==> config.mk <==
export PLATFORM = sky130hd
export DESIGN_NAME = periodic_task_release_scheduler_unit
export DESIGN_NICKNAME = d
export VERILOG_FILES = /design/src/sv/ptrs_pkg.sv /design/src/sv/ptrs_ram.sv /design/src/sv/ptrs_div.sv /design/src/sv/periodic_task_release_scheduler_unit.sv
export SDC_FILE = /design/constraint.sdc
export NUM_CORES = 2
export LEC_CHECK = 0
export BUFFER_PORTS_ARGS = -buffer_cell sky130_fd_sc_hd__buf_2
export CAP_MARGIN = 30
export CORE_UTILIZATION = 60
export CTS_BUF_LIST = sky130_fd_sc_hd__clkbuf_4
export CTS_CLUSTER_SIZE = 24
export DETAILED_ROUTE_END_ITERATION = 8
export PLACE_DENSITY = 0.8
export SYNTH_ARGS = -nofsm -noshare
export SYNTH_HDL_FRONTEND = slang
export SYNTH_HIERARCHICAL = 1
export SYNTH_SLANG_ARGS = --single-unit
export TNS_END_PERCENT = 5
==> constraint.sdc <==
create_clock -name clk -period 6.9 [get_ports clk]
set_input_delay 1.38 -clock clk [delete_from_list [all_inputs] [get_ports clk]]
set_output_delay 1.38 -clock clk [all_outputs]
set_load 0.1 [all_outputs]
==> src/sv/ptrs_pkg.sv <==
`default_nettype none
package ptrs_pkg;

  localparam int NumTasksDef = 8;
  localparam int DataW       = 32;

  typedef enum logic [1:0] {
    FUNC_REG      = 2'd0,
    FUNC_TICK     = 2'd1,
    FUNC_DISPATCH = 2'd2,
    FUNC_NONE     = 2'd3
  } func_t;

  typedef struct packed {
    logic [1:0]  func;
    logic [31:0] task_period;
  } in_item_t;

  typedef struct packed {
    logic [7:0]  released_mask;
    logic        accepted;
    logic [3:0]  task_count;
    logic [31:0] hyperperiod_now;
  } out_item_t;

  typedef enum logic [3:0] {
    ST_IDLE,
    ST_RD,      // issue table read
    ST_RDW,     // read data arrives
    ST_MOD,     // divider busy (tick: cnt % p)
    ST_GCD,     // divider busy (gcd step)
    ST_QUOT,    // divider busy (acc / g)
    ST_MUL,     // product
    ST_OUT
  } state_t;

  // divider request / reply
  typedef struct packed {
    logic        start;
    logic [31:0] num;
    logic [31:0] den;
  } div_req_t;

  typedef struct packed {
    logic        done;
    logic [31:0] quot;
    logic [31:0] rem;
  } div_rsp_t;

endpackage
`default_nettype wire

==> src/sv/ptrs_ram.sv <==
`default_nettype none
module ptrs_ram #(
  parameter int Width = 32,
  parameter int Depth = 8
) (
  input  wire                                          clk,
  input  wire                                          we,
  input  wire [((Depth > 1) ? $clog2(Depth) : 1)-1:0]  waddr,
  input  wire [Width-1:0]                              wdata,
  input  wire [((Depth > 1) ? $clog2(Depth) : 1)-1:0]  raddr,
  output logic [Width-1:0]                             rdata
);
  logic [Width-1:0] mem [Depth];

  always_ff @(posedge clk) begin
    if (we) mem[waddr] <= wdata;
    rdata <= mem[raddr];
  end
endmodule
`default_nettype wire

==> src/sv/ptrs_div.sv <==
`default_nettype none
// Restoring divider, one quotient bit per cycle. Divide by zero gives
// quotient all ones and remainder = numerator (never used by the caller).
module ptrs_div (
  input  wire                clk,
  input  wire                rst_n,
  input  ptrs_pkg::div_req_t req,
  output ptrs_pkg::div_rsp_t rsp
);
  logic [31:0] quot_r, quot_nxt;
  logic [31:0] rem_r, rem_nxt;
  logic [31:0] den_r, den_nxt;
  logic [5:0]  cnt_r, cnt_nxt;
  logic        busy_r, busy_nxt;
  logic        done_r, done_nxt;
  logic [32:0] shifted;
  logic [32:0] diff;

  always_comb begin
    shifted  = {rem_r, quot_r[31]};
    diff     = shifted - {1'b0, den_r};
    quot_nxt = quot_r;
    rem_nxt  = rem_r;
    den_nxt  = den_r;
    cnt_nxt  = cnt_r;
    busy_nxt = busy_r;
    done_nxt = 1'b0;
    if (req.start) begin
      quot_nxt = req.num;
      rem_nxt  = '0;
      den_nxt  = req.den;
      cnt_nxt  = 6'd32;
      busy_nxt = 1'b1;
    end else if (busy_r) begin
      if (!diff[32]) begin
        rem_nxt  = diff[31:0];
        quot_nxt = {quot_r[30:0], 1'b1};
      end else begin
        rem_nxt  = shifted[31:0];
        quot_nxt = {quot_r[30:0], 1'b0};
      end
      cnt_nxt = cnt_r - 6'd1;
      if (cnt_r == 6'd1) begin
        busy_nxt = 1'b0;
        done_nxt = 1'b1;
      end
    end
  end

  always_ff @(posedge clk) begin
    if (!rst_n) begin
      busy_r <= 1'b0;
      done_r <= 1'b0;
      cnt_r  <= '0;
    end else begin
      busy_r <= busy_nxt;
      done_r <= done_nxt;
      cnt_r  <= cnt_nxt;
    end
    quot_r <= quot_nxt;
    rem_r  <= rem_nxt;
    den_r  <= den_nxt;
  end

  assign rsp.done = done_r;
  assign rsp.quot = quot_r;
  assign rsp.rem  = rem_r;
endmodule
`default_nettype wire

==> src/sv/periodic_task_release_scheduler_unit.sv <==
`default_nettype none
// Channel | Ports                        | Payload
// input   | in_valid, in_stall, in_data  | ptrs_pkg::in_item_t (func, task_period)
// result  | out_valid, out_stall, out_data | ptrs_pkg::out_item_t
//
// One item at a time. Dispatch and unused codes pass through ST_RD and
// ST_OUT only. Tick: one 32-step divide per stored task with a nonzero
// period, none for a zero period. Register: per stored task up to about
// 46 Euclid divides plus one for the quotient, all of them run on the
// shared serial divider.
// Reset (rst_n low, synchronous) clears count, counter, hyperperiod, flags.
// A result waits in the output register under out_stall; in_stall is high
// while an item is in work, also while its result waits to be placed.
module periodic_task_release_scheduler_unit #(
  parameter int NumTasks = ptrs_pkg::NumTasksDef
) (
  input  wire                  clk,
  input  wire                  rst_n,
  input  wire                  in_valid,
  output logic                 in_stall,
  input  ptrs_pkg::in_item_t   in_data,
  output logic                 out_valid,
  input  wire                  out_stall,
  output ptrs_pkg::out_item_t  out_data
);
  localparam int AW = (NumTasks > 1) ? $clog2(NumTasks) : 1;
  localparam int CW = $clog2(NumTasks + 1);
  localparam int MW = (NumTasks < 8) ? NumTasks : 8;

  ptrs_pkg::state_t state_r, state_nxt;

  logic [1:0]          func_r, func_nxt;
  logic [31:0]         per_r, per_nxt;
  logic [CW-1:0]       used_r, used_nxt;
  logic [31:0]         tick_r, tick_nxt;
  logic [31:0]         hyp_r, hyp_nxt;
  logic [NumTasks-1:0] flags_r, flags_nxt;
  logic [CW-1:0]       idx_r, idx_nxt;
  logic [31:0]         acc_r, acc_nxt;   // running LCM
  logic [31:0]         p_r, p_nxt;       // current period
  logic [31:0]         ga_r, ga_nxt;     // euclid a
  logic [31:0]         gb_r, gb_nxt;     // euclid b
  logic                acc_ok_r, acc_ok_nxt;
  logic                out_valid_r, out_valid_nxt;
  ptrs_pkg::out_item_t out_r, out_nxt;
  logic                fwd_r, fwd_nxt;   // read hit the entry written that cycle
  logic [31:0]         rd_val;

  // period table
  logic          we;
  logic [AW-1:0] waddr, raddr;
  logic [31:0]   rdata;

  ptrs_ram #(.Width(32), .Depth(NumTasks)) u_tab (
    .clk(clk), .we(we), .waddr(waddr), .wdata(per_r),
    .raddr(raddr), .rdata(rdata)
  );

  ptrs_pkg::div_req_t dreq;
  ptrs_pkg::div_rsp_t drsp;
  ptrs_div u_div (.clk(clk), .rst_n(rst_n), .req(dreq), .rsp(drsp));

  assign raddr = idx_r[AW-1:0];
  assign waddr = used_r[AW-1:0];

  // forward the new period when it is read in the cycle it is written
  assign fwd_nxt = we && (waddr == raddr);
  assign rd_val  = fwd_r ? per_r : rdata;

  // next state
  always_comb begin
    state_nxt = state_r;
    case (state_r)
      ptrs_pkg::ST_IDLE: begin
        if (in_valid) state_nxt = ptrs_pkg::ST_RD;
      end
      ptrs_pkg::ST_RD: begin
        if (func_r == ptrs_pkg::FUNC_REG || func_r == ptrs_pkg::FUNC_TICK) begin
          if (idx_r >= used_nxt) state_nxt = ptrs_pkg::ST_OUT;
          else                   state_nxt = ptrs_pkg::ST_RDW;
        end else begin
          state_nxt = ptrs_pkg::ST_OUT;
        end
      end
      ptrs_pkg::ST_RDW: begin
        if (func_r == ptrs_pkg::FUNC_TICK) begin
          state_nxt = (rd_val == '0) ? ptrs_pkg::ST_RD : ptrs_pkg::ST_MOD;
        end else if (acc_r == '0 || rd_val == '0) begin
          state_nxt = ptrs_pkg::ST_RD;
        end else begin
          state_nxt = ptrs_pkg::ST_GCD;
        end
      end
      ptrs_pkg::ST_MOD: if (drsp.done) state_nxt = ptrs_pkg::ST_RD;
      ptrs_pkg::ST_GCD: begin
        if (drsp.done && drsp.rem == '0) state_nxt = ptrs_pkg::ST_QUOT;
      end
      ptrs_pkg::ST_QUOT: if (drsp.done) state_nxt = ptrs_pkg::ST_MUL;
      ptrs_pkg::ST_MUL:  state_nxt = ptrs_pkg::ST_RD;
      ptrs_pkg::ST_OUT:  if (!out_valid_r || !out_stall) state_nxt = ptrs_pkg::ST_IDLE;
      default:           state_nxt = ptrs_pkg::ST_IDLE;
    endcase
  end

  // datapath
  always_comb begin
    func_nxt      = func_r;
    per_nxt       = per_r;
    used_nxt      = used_r;
    tick_nxt      = tick_r;
    hyp_nxt       = hyp_r;
    flags_nxt     = flags_r;
    idx_nxt       = idx_r;
    acc_nxt       = acc_r;
    p_nxt         = p_r;
    ga_nxt        = ga_r;
    gb_nxt        = gb_r;
    acc_ok_nxt    = acc_ok_r;
    out_nxt       = out_r;
    out_valid_nxt = out_valid_r;
    we            = 1'b0;
    dreq.start    = 1'b0;
    dreq.num      = '0;
    dreq.den      = '0;
    if (out_valid_r && !out_stall) out_valid_nxt = 1'b0;
    case (state_r)
      ptrs_pkg::ST_IDLE: begin
        if (in_valid) begin
          func_nxt   = in_data.func;
          per_nxt    = in_data.task_period;
          idx_nxt    = '0;
          acc_nxt    = '0;
          acc_ok_nxt = 1'b0;
        end
      end
      ptrs_pkg::ST_RD: begin
        if (idx_r == '0) begin
          // first visit: item-level updates
          case (func_r)
            ptrs_pkg::FUNC_REG: begin
              if (used_r < CW'(NumTasks)) begin
                we         = 1'b1;
                used_nxt   = used_r + 1'b1;
                acc_ok_nxt = 1'b1;
              end
            end
            ptrs_pkg::FUNC_TICK: begin
              if (tick_r == hyp_r) tick_nxt = '0;
            end
            default: ;
          endcase
        end
        if (idx_r >= used_nxt && func_r == ptrs_pkg::FUNC_REG) hyp_nxt = acc_r;
      end
      ptrs_pkg::ST_RDW: begin
        p_nxt = rd_val;
        if (func_r == ptrs_pkg::FUNC_TICK) begin
          if (rd_val != '0) begin
            dreq.start = 1'b1;
            dreq.num   = tick_r;
            dreq.den   = rd_val;
          end else begin
            idx_nxt = idx_r + 1'b1;
          end
        end else if (acc_r == '0) begin
          acc_nxt = rd_val;
          idx_nxt = idx_r + 1'b1;
        end else if (rd_val == '0) begin
          // gcd(acc,0)=acc; acc/acc*0 = 0
          acc_nxt = '0;
          idx_nxt = idx_r + 1'b1;
        end else begin
          // euclid(a=acc, b=p): b % a
          ga_nxt     = acc_r;
          dreq.start = 1'b1;
          dreq.num   = rd_val;
          dreq.den   = acc_r;
        end
      end
      ptrs_pkg::ST_MOD: begin
        if (drsp.done) begin
          if (drsp.rem == '0) flags_nxt = flags_r | (NumTasks'(1) << idx_r[AW-1:0]);
          idx_nxt = idx_r + 1'b1;
        end
      end
      ptrs_pkg::ST_GCD: begin
        if (drsp.done) begin
          if (drsp.rem == '0) begin
            // gcd is ga_r
            dreq.start = 1'b1;
            dreq.num   = acc_r;
            dreq.den   = ga_r;
          end else begin
            ga_nxt     = drsp.rem;
            gb_nxt     = ga_r;
            dreq.start = 1'b1;
            dreq.num   = ga_r;
            dreq.den   = drsp.rem;
          end
        end
      end
      ptrs_pkg::ST_QUOT: begin
        if (drsp.done) gb_nxt = drsp.quot;
      end
      ptrs_pkg::ST_MUL: begin
        acc_nxt = gb_r * p_r;
        idx_nxt = idx_r + 1'b1;
      end
      ptrs_pkg::ST_OUT: begin
        if (!out_valid_r || !out_stall) begin
          out_valid_nxt         = 1'b1;
          out_nxt.accepted      = acc_ok_r;
          out_nxt.task_count    = 4'(used_r);
          out_nxt.hyperperiod_now = hyp_r;
          out_nxt.released_mask = '0;
          case (func_r)
            ptrs_pkg::FUNC_TICK: begin
              out_nxt.released_mask = 8'(flags_r[MW-1:0]);
              tick_nxt = tick_r + 32'd1;
            end
            ptrs_pkg::FUNC_DISPATCH: begin
              out_nxt.released_mask = 8'(flags_r[MW-1:0]);
              flags_nxt = '0;
            end
            default: ;
          endcase
        end
      end
      default: ;
    endcase
  end

  always_ff @(posedge clk) begin
    if (!rst_n) begin
      state_r     <= ptrs_pkg::ST_IDLE;
      used_r      <= '0;
      tick_r      <= '0;
      hyp_r       <= '0;
      flags_r     <= '0;
      out_valid_r <= 1'b0;
      fwd_r       <= 1'b0;
    end else begin
      state_r     <= state_nxt;
      used_r      <= used_nxt;
      tick_r      <= tick_nxt;
      hyp_r       <= hyp_nxt;
      flags_r     <= flags_nxt;
      out_valid_r <= out_valid_nxt;
      fwd_r       <= fwd_nxt;
    end
    func_r   <= func_nxt;
    per_r    <= per_nxt;
    idx_r    <= idx_nxt;
    acc_r    <= acc_nxt;
    p_r      <= p_nxt;
    ga_r     <= ga_nxt;
    gb_r     <= gb_nxt;
    acc_ok_r <= acc_ok_nxt;
    out_r    <= out_nxt;
  end

  assign in_stall  = (state_r != ptrs_pkg::ST_IDLE);
  assign out_valid = out_valid_r;
  assign out_data  = out_r;

`ifndef SYNTHESIS
  a_count_bound: assert property (@(posedge clk) disable iff (!rst_n)
    used_r <= CW'(NumTasks)) else $error("task count beyond table");
  a_one_result: assert property (@(posedge clk) disable iff (!rst_n)
    (state_r == ptrs_pkg::ST_OUT && !out_stall) |=> out_valid)
    else $error("result not presented");
  a_dispatch_clear: assert property (@(posedge clk) disable iff (!rst_n)
    (state_r == ptrs_pkg::ST_OUT && func_r == ptrs_pkg::FUNC_DISPATCH &&
     (!out_valid_r || !out_stall)) |=> flags_r == '0)
    else $error("flags not cleared on dispatch");
`endif
endmodule
`default_nettype wire

# Yosys cells after proc, flatten, opt, wreduce, memory -nomap -nowiden
# Memory sizes are Yosys's and may differ from the RTL's. A register that Yosys moved wholly into a read port is not among the register bits.
# Cells that the tools add are included.
# W data, S select, Z words.
# totals
register_bits	398
ram_bits	256
inputBits	38
wordCells	193
n_memories	1
# memory_table
memory	depth	width	rd	rd_ports_with_merged_regs	wr	line	source
u_tab.mem	8	32	1	1	1	ptrs_ram.sv:13	logic [Width-1:0] mem [Depth];
# classes
addsub	5
mul	1
magnitude_cmp	3
eq_ne	33
shift	1
mux	81
bitwise_logic	3
reduce_logical	39
# ops
op	n
$mux W32	21
$mux W65	5
$pmux W32 S2	3
$pmux W65 S2	1
$logic_not A32 Y1	3
$pmux W32 S3	1
$mux W4	17
$mux W64	1
$sub A33 B32 Y33	1
$add A32 B1 Y32 const B	1
$eq A32 B32 Y1	1
$mul A32 B32 Y32	1
$mux W8	4
$pmux W4 S8	1
$reduce_bool A32 Y1	1
$ne A2 B2 Y1 const B	15
$reduce_and A5 Y1	4
$mux W1	18
$eq A4 B3 Y1 const B	4
$pmux W4 S4	1
$pmux W8 S2	1
$mux W6	2
$reduce_and A6 Y1	2
$reduce_bool A2 Y1	6
30 further kinds	51

# Logic depth before layout (Yosys ltp)
# depth
word_depth	10
mapped_depth	26
mapped_depth_nobuf	25

# Hierarchy
# Netlist, hierarchy kept.
# by_module_without_submodules
module	instances	cells_each	area_per_inst_um2
periodic_task_release_scheduler_unit	1	2891	29532.1
ptrs_ram	1	415	10466.3
ptrs_div	1	561	5904.4

# Least setup slack after synthesis
# OpenSTA, ideal clock, no wires.
# synth_timing
kind	register -> register
from	reg gb_r[13]
to	reg acc_r[30], data pin
setup_ns	0.263
arrival_time_ns	6.731
setup_slack_ns	-0.094
stages_incl_launch_ff	25
path_buffers	2
period_less_slack_ns	6.994
cell_sequence	edfxtp_1 clkbuf_1 clkbuf_1 and2_1 fa_1 fa_1 fa_1 inv_1 fa_1 inv_1 fa_1 inv_1 fa_1 inv_1 fa_1 fa_1 ha_1 a21o_1 a21o_1 a221o_1 a31oi_1 o21ai_1 o31ai_1 xor2_1 o21ai_1
# synth_between
elab_chain_len	2
# synth_rtl
item	line	source
start, declared	periodic_task_release_scheduler_unit.sv:42	logic [31:0] gb_r, gb_nxt;
start signal, assigned	periodic_task_release_scheduler_unit.sv:257	gb_r <= gb_nxt;
$mul A32 B32 Y32	periodic_task_release_scheduler_unit.sv:206	acc_nxt = gb_r * p_r;
$pmux W32 S3	periodic_task_release_scheduler_unit.sv:126	case (state_r)
via acc_nxt[30]	periodic_task_release_scheduler_unit.sv:39	logic [31:0] acc_r, acc_nxt;
end signal, assigned	periodic_task_release_scheduler_unit.sv:254	acc_r <= acc_nxt;
end, declared	periodic_task_release_scheduler_unit.sv:39	
# The timed path passes the listed nets, and every way through them passes these cells.
# A chain may end at the register's enable or synchronous reset.

# Worst setup path after layout
# layout_timing
from	reg p_r[3]
to	reg acc_r[27], data pin
# layout_between
elab_chain_len	2
# layout_rtl
item	line	source
start, declared	periodic_task_release_scheduler_unit.sv:40	logic [31:0] p_r, p_nxt;
start signal, assigned	periodic_task_release_scheduler_unit.sv:255	p_r <= p_nxt;
$mul A32 B32 Y32	periodic_task_release_scheduler_unit.sv:206	
$pmux W32 S3	periodic_task_release_scheduler_unit.sv:126	
via acc_nxt[27]	periodic_task_release_scheduler_unit.sv:39	
# The timed path passes the listed nets, and every way through them passes these cells.

==> metrics.cfg <==
[synthesis]
syn_nets = 4491
synth_cells = 3867
synth_top_cell_by_area = edfxtp_1
ys_warn_count = 6
ys_ff_latch = 685
synth_flop_cell = edfxtp_1
syn_area_mm2 = 0.0459
yosysSeqAreaShare_pct = 41.5
postSynthAreaPerCell_um2 = 11.9
netlist.area_leader.share_pct = 34.8
ys_top_cells_by_area = edfxtp_1 (35%), fa_1 (18%), dfxtp_1 (6.7%)
synthArstFlopShare_pct = 0
synth_cell_types = 84
synth_edf_count = 532

[final_layout]
drive_above_1_share_pct = 19.1
nFillCells = 5369
final_cell_mix = edfxtp_1 (532), inv_1 (443), fa_1 (400)
stdcell_area_mm2 = 0.0511
fin_cells = 5232
fin_nets = 4731
final_common_cell = edfxtp_1
synthToLayoutAreaGrowth_pct = 11.3

[critical_path]
r2r-start = p_r[3]
cp_cell_sequence = buf_12 > buf_12 > and2_4 > fa_1 > inv_2 > fa_1 > fa_1 > fa_1 > inv_2 > fa_1 > fa_1 > fa_1 > fa_1 > ha_1 > buf_4 > nand2_2 > buf_6 > o21ai_0 > nand2_1 > o221ai_2 > or3_4 > a21oi_4 > xor2_2 > o21ai_1
worstSetupStartpointType = flop
path_common_cell = fa_1
setup.worst_path.start = p_r[3]
crit_required_ns = 7.63
crit_arrival_ns = 7.67
worst_setup_path_end_kind = flop
regToRegSetupSlack_ns = -0.04
crit_fanout = 7
slowest_delay_ns = 0.54
path_class = flop to flop
rr_worst_depth = 24
rr_endpoint = acc_r[27]
slowest_stage = fa_1
worstSetupEndpoint = acc_r[27]

[timing]
tns_ns = -0.100
period_share_pct = 101
max_freq_ghz = 0.144
hold_viol = 0
worst_hold_slack_ns = 0.471
rsz0062_at_grt = true
maxSlewHeadroom_pct = 34.2
setup_viol = 4
fin_crit_ns = 6.94
fin_skew_ns = 0.0987
worst_slack_ns = -0.0411
drv_slew = 0
worst_pin_slew_ns = 0.987

[die]
io_pins = 85
dieArea_mm2 = 0.0776
die_y_um = 279
core_region_area_mm2 = 0.0758
rows = 101
initial_core_util_pct = 60.5
die_x_um = 279

[detailed_routing]
avgViaCountPerCell = 6.05
drc = 0
wl_um = 123000
wl_per_cell_um = 23.6
via_count = 31669
initialDrtViolationCount = 3490
dr.pass1.iters = 6
ant_nets = 0

[place]
dp_cells = 4893
dp_hpwl_um = 87200
place_congestion = 0.944
io_buffers = 84
placed_area_mm2 = 0.0482

[global_routing]
grt.met1_usage_pct = 43.0
track_usage_pct = 32.4
grt_remaining_overflow = 0
met2_usage_pct = 50.6
grt_max_degree = 75
grt_pass1_vias = 32522
antenna_found_initial = 8
grt_pass1_wl_um = 189000
grtUsageMet3_pct = 7.50
gr-max-usage-layer = met2

[status]
status = finished, violations left
violations = setup timing

[clocking]
cts_made_buffers = 166
cts-root-buf = clkbuf_4
clk_pin_slew_worst_paths_ns = 0.08
clk_path_buf_depth = 3
cts_tree = done
cts_sinks = 685
cts-htree-levels = 4
clock_latency_ns = 1.03

[worst_hold_path]
hp-class = flop to flop

[run]
drv_cap = 0

==> registers in the layout (all words and copies together) (netlist names), 32 cells and up <==
register	count
acc_r	32
ga_r	32
gb_r	32
hyp_r	32
out_data	45
p_r	32
per_r	32
tick_r	32
u_div/den_r	32
u_div/quot_r	32
u_div/rem_r	32
u_tab/mem	256
u_tab/rdata	32
==> synth_stat cells (33+ instances only) <==
cell,number
mux4_1,40
a21o_1,34
mux2_2,161
nor2_1,159
and2_1,330
ha_1,176
nand3_1,33
inv_1,446
mux2i_1,92
dfxtp_1,153
o21ai_0,126
a22oi_1,64
clkbuf_1,143
xnor2_1,133
xor2_1,45
edfxtp_1,532
a21oi_1,109
fa_1,410
nand2_1,334
==> layer usage <==
metal | share of wire, % | routed length, um
met1 | 38 | 47000
met2 | 46 | 57300
met3 | 10 | 12900
met4 | 4.9 | 6030
met5 | 0.024 | 29
==> worst min-delay path by stage <==
stage	start	to	slack [ns]	cells after the start
6_report	flags_r[6]	flags_r[6]	0.47	2
5_1_grt	in_data[26]	per_r[26]	0.45	1
3_5_place_dp	acc_ok_r	out_data[36]	0.42	0
3_3_place_gp	acc_ok_r	out_data[36]	0.40	0
2_1_floorplan	acc_ok_r	out_data[36]	0.40	0
4_1_cts	in_data[26]	per_r[26]	0.42	1
==> metrics by stage <==
stage | utilization (%) | setup WS (ns)
global route | 67.3 | -0.263
CTS | 66.9 | -0.0419
floorplan | - | 0.0403
finish | 67.4 | -0.0411
detailed placement | 63.6 | -0.122
global placement | 63.6 | -0.0317
==> logic make-up after synthesis <==
kind of cell	share of synthesized area, %
adders and majority gates	22.7
and+or+nand+nor	11.3
muxes	9.42
xor gates and xnor gates	3.40
buffers and inverters	5.50
AOI/OAI and AO/OA	6.26
DFF	41.5
==> cell type report <==
| cell class | count | area (um^2) | share of cell area, % |
|---|---|---|---|
| tap | 978 | 1220 | 2.40 |
| inverter | 447 | 1680 | 3.29 |
| antenna | 6 | 15.0 | 0.0294 |
| clock buffer | 241 | 1810 | 3.54 |
| multi-input combinational | 2546 | 24800 | 48.5 |
| sequential | 685 | 19000 | 37.3 |
| clock inverter | 68 | 420 | 0.823 |
| timing repair buffer | 261 | 2130 | 4.17 |
==> timing repair <==
item | in CTS | in global routing
setup buffers | 9 | 10
endpoints found under the setup margin | 10 | 16
pin swaps | 49 | 45
hold buffers | 0 | 0
cloned | 1 | 1
gates resized for setup | 35 | 41
==> critical path: cells and delay by family, from the launching register on <==
| kind | cells | cell delay (ns) |
|---|---|---|
| AOI/OAI and AO/OA | 4 | 0.44 |
| DFF | 1 | 0.42 |
| xor gates and xnor gates | 1 | 0.16 |
| and+or+nand+nor | 4 | 0.66 |
| adders and majority gates | 9 | 4.33 |
| buffers and inverters | 6 | 0.61 |
Power is left out: the tool's default activity adds up to more than one toggle a clock period on the data nets, which glitch-free logic cannot reach.
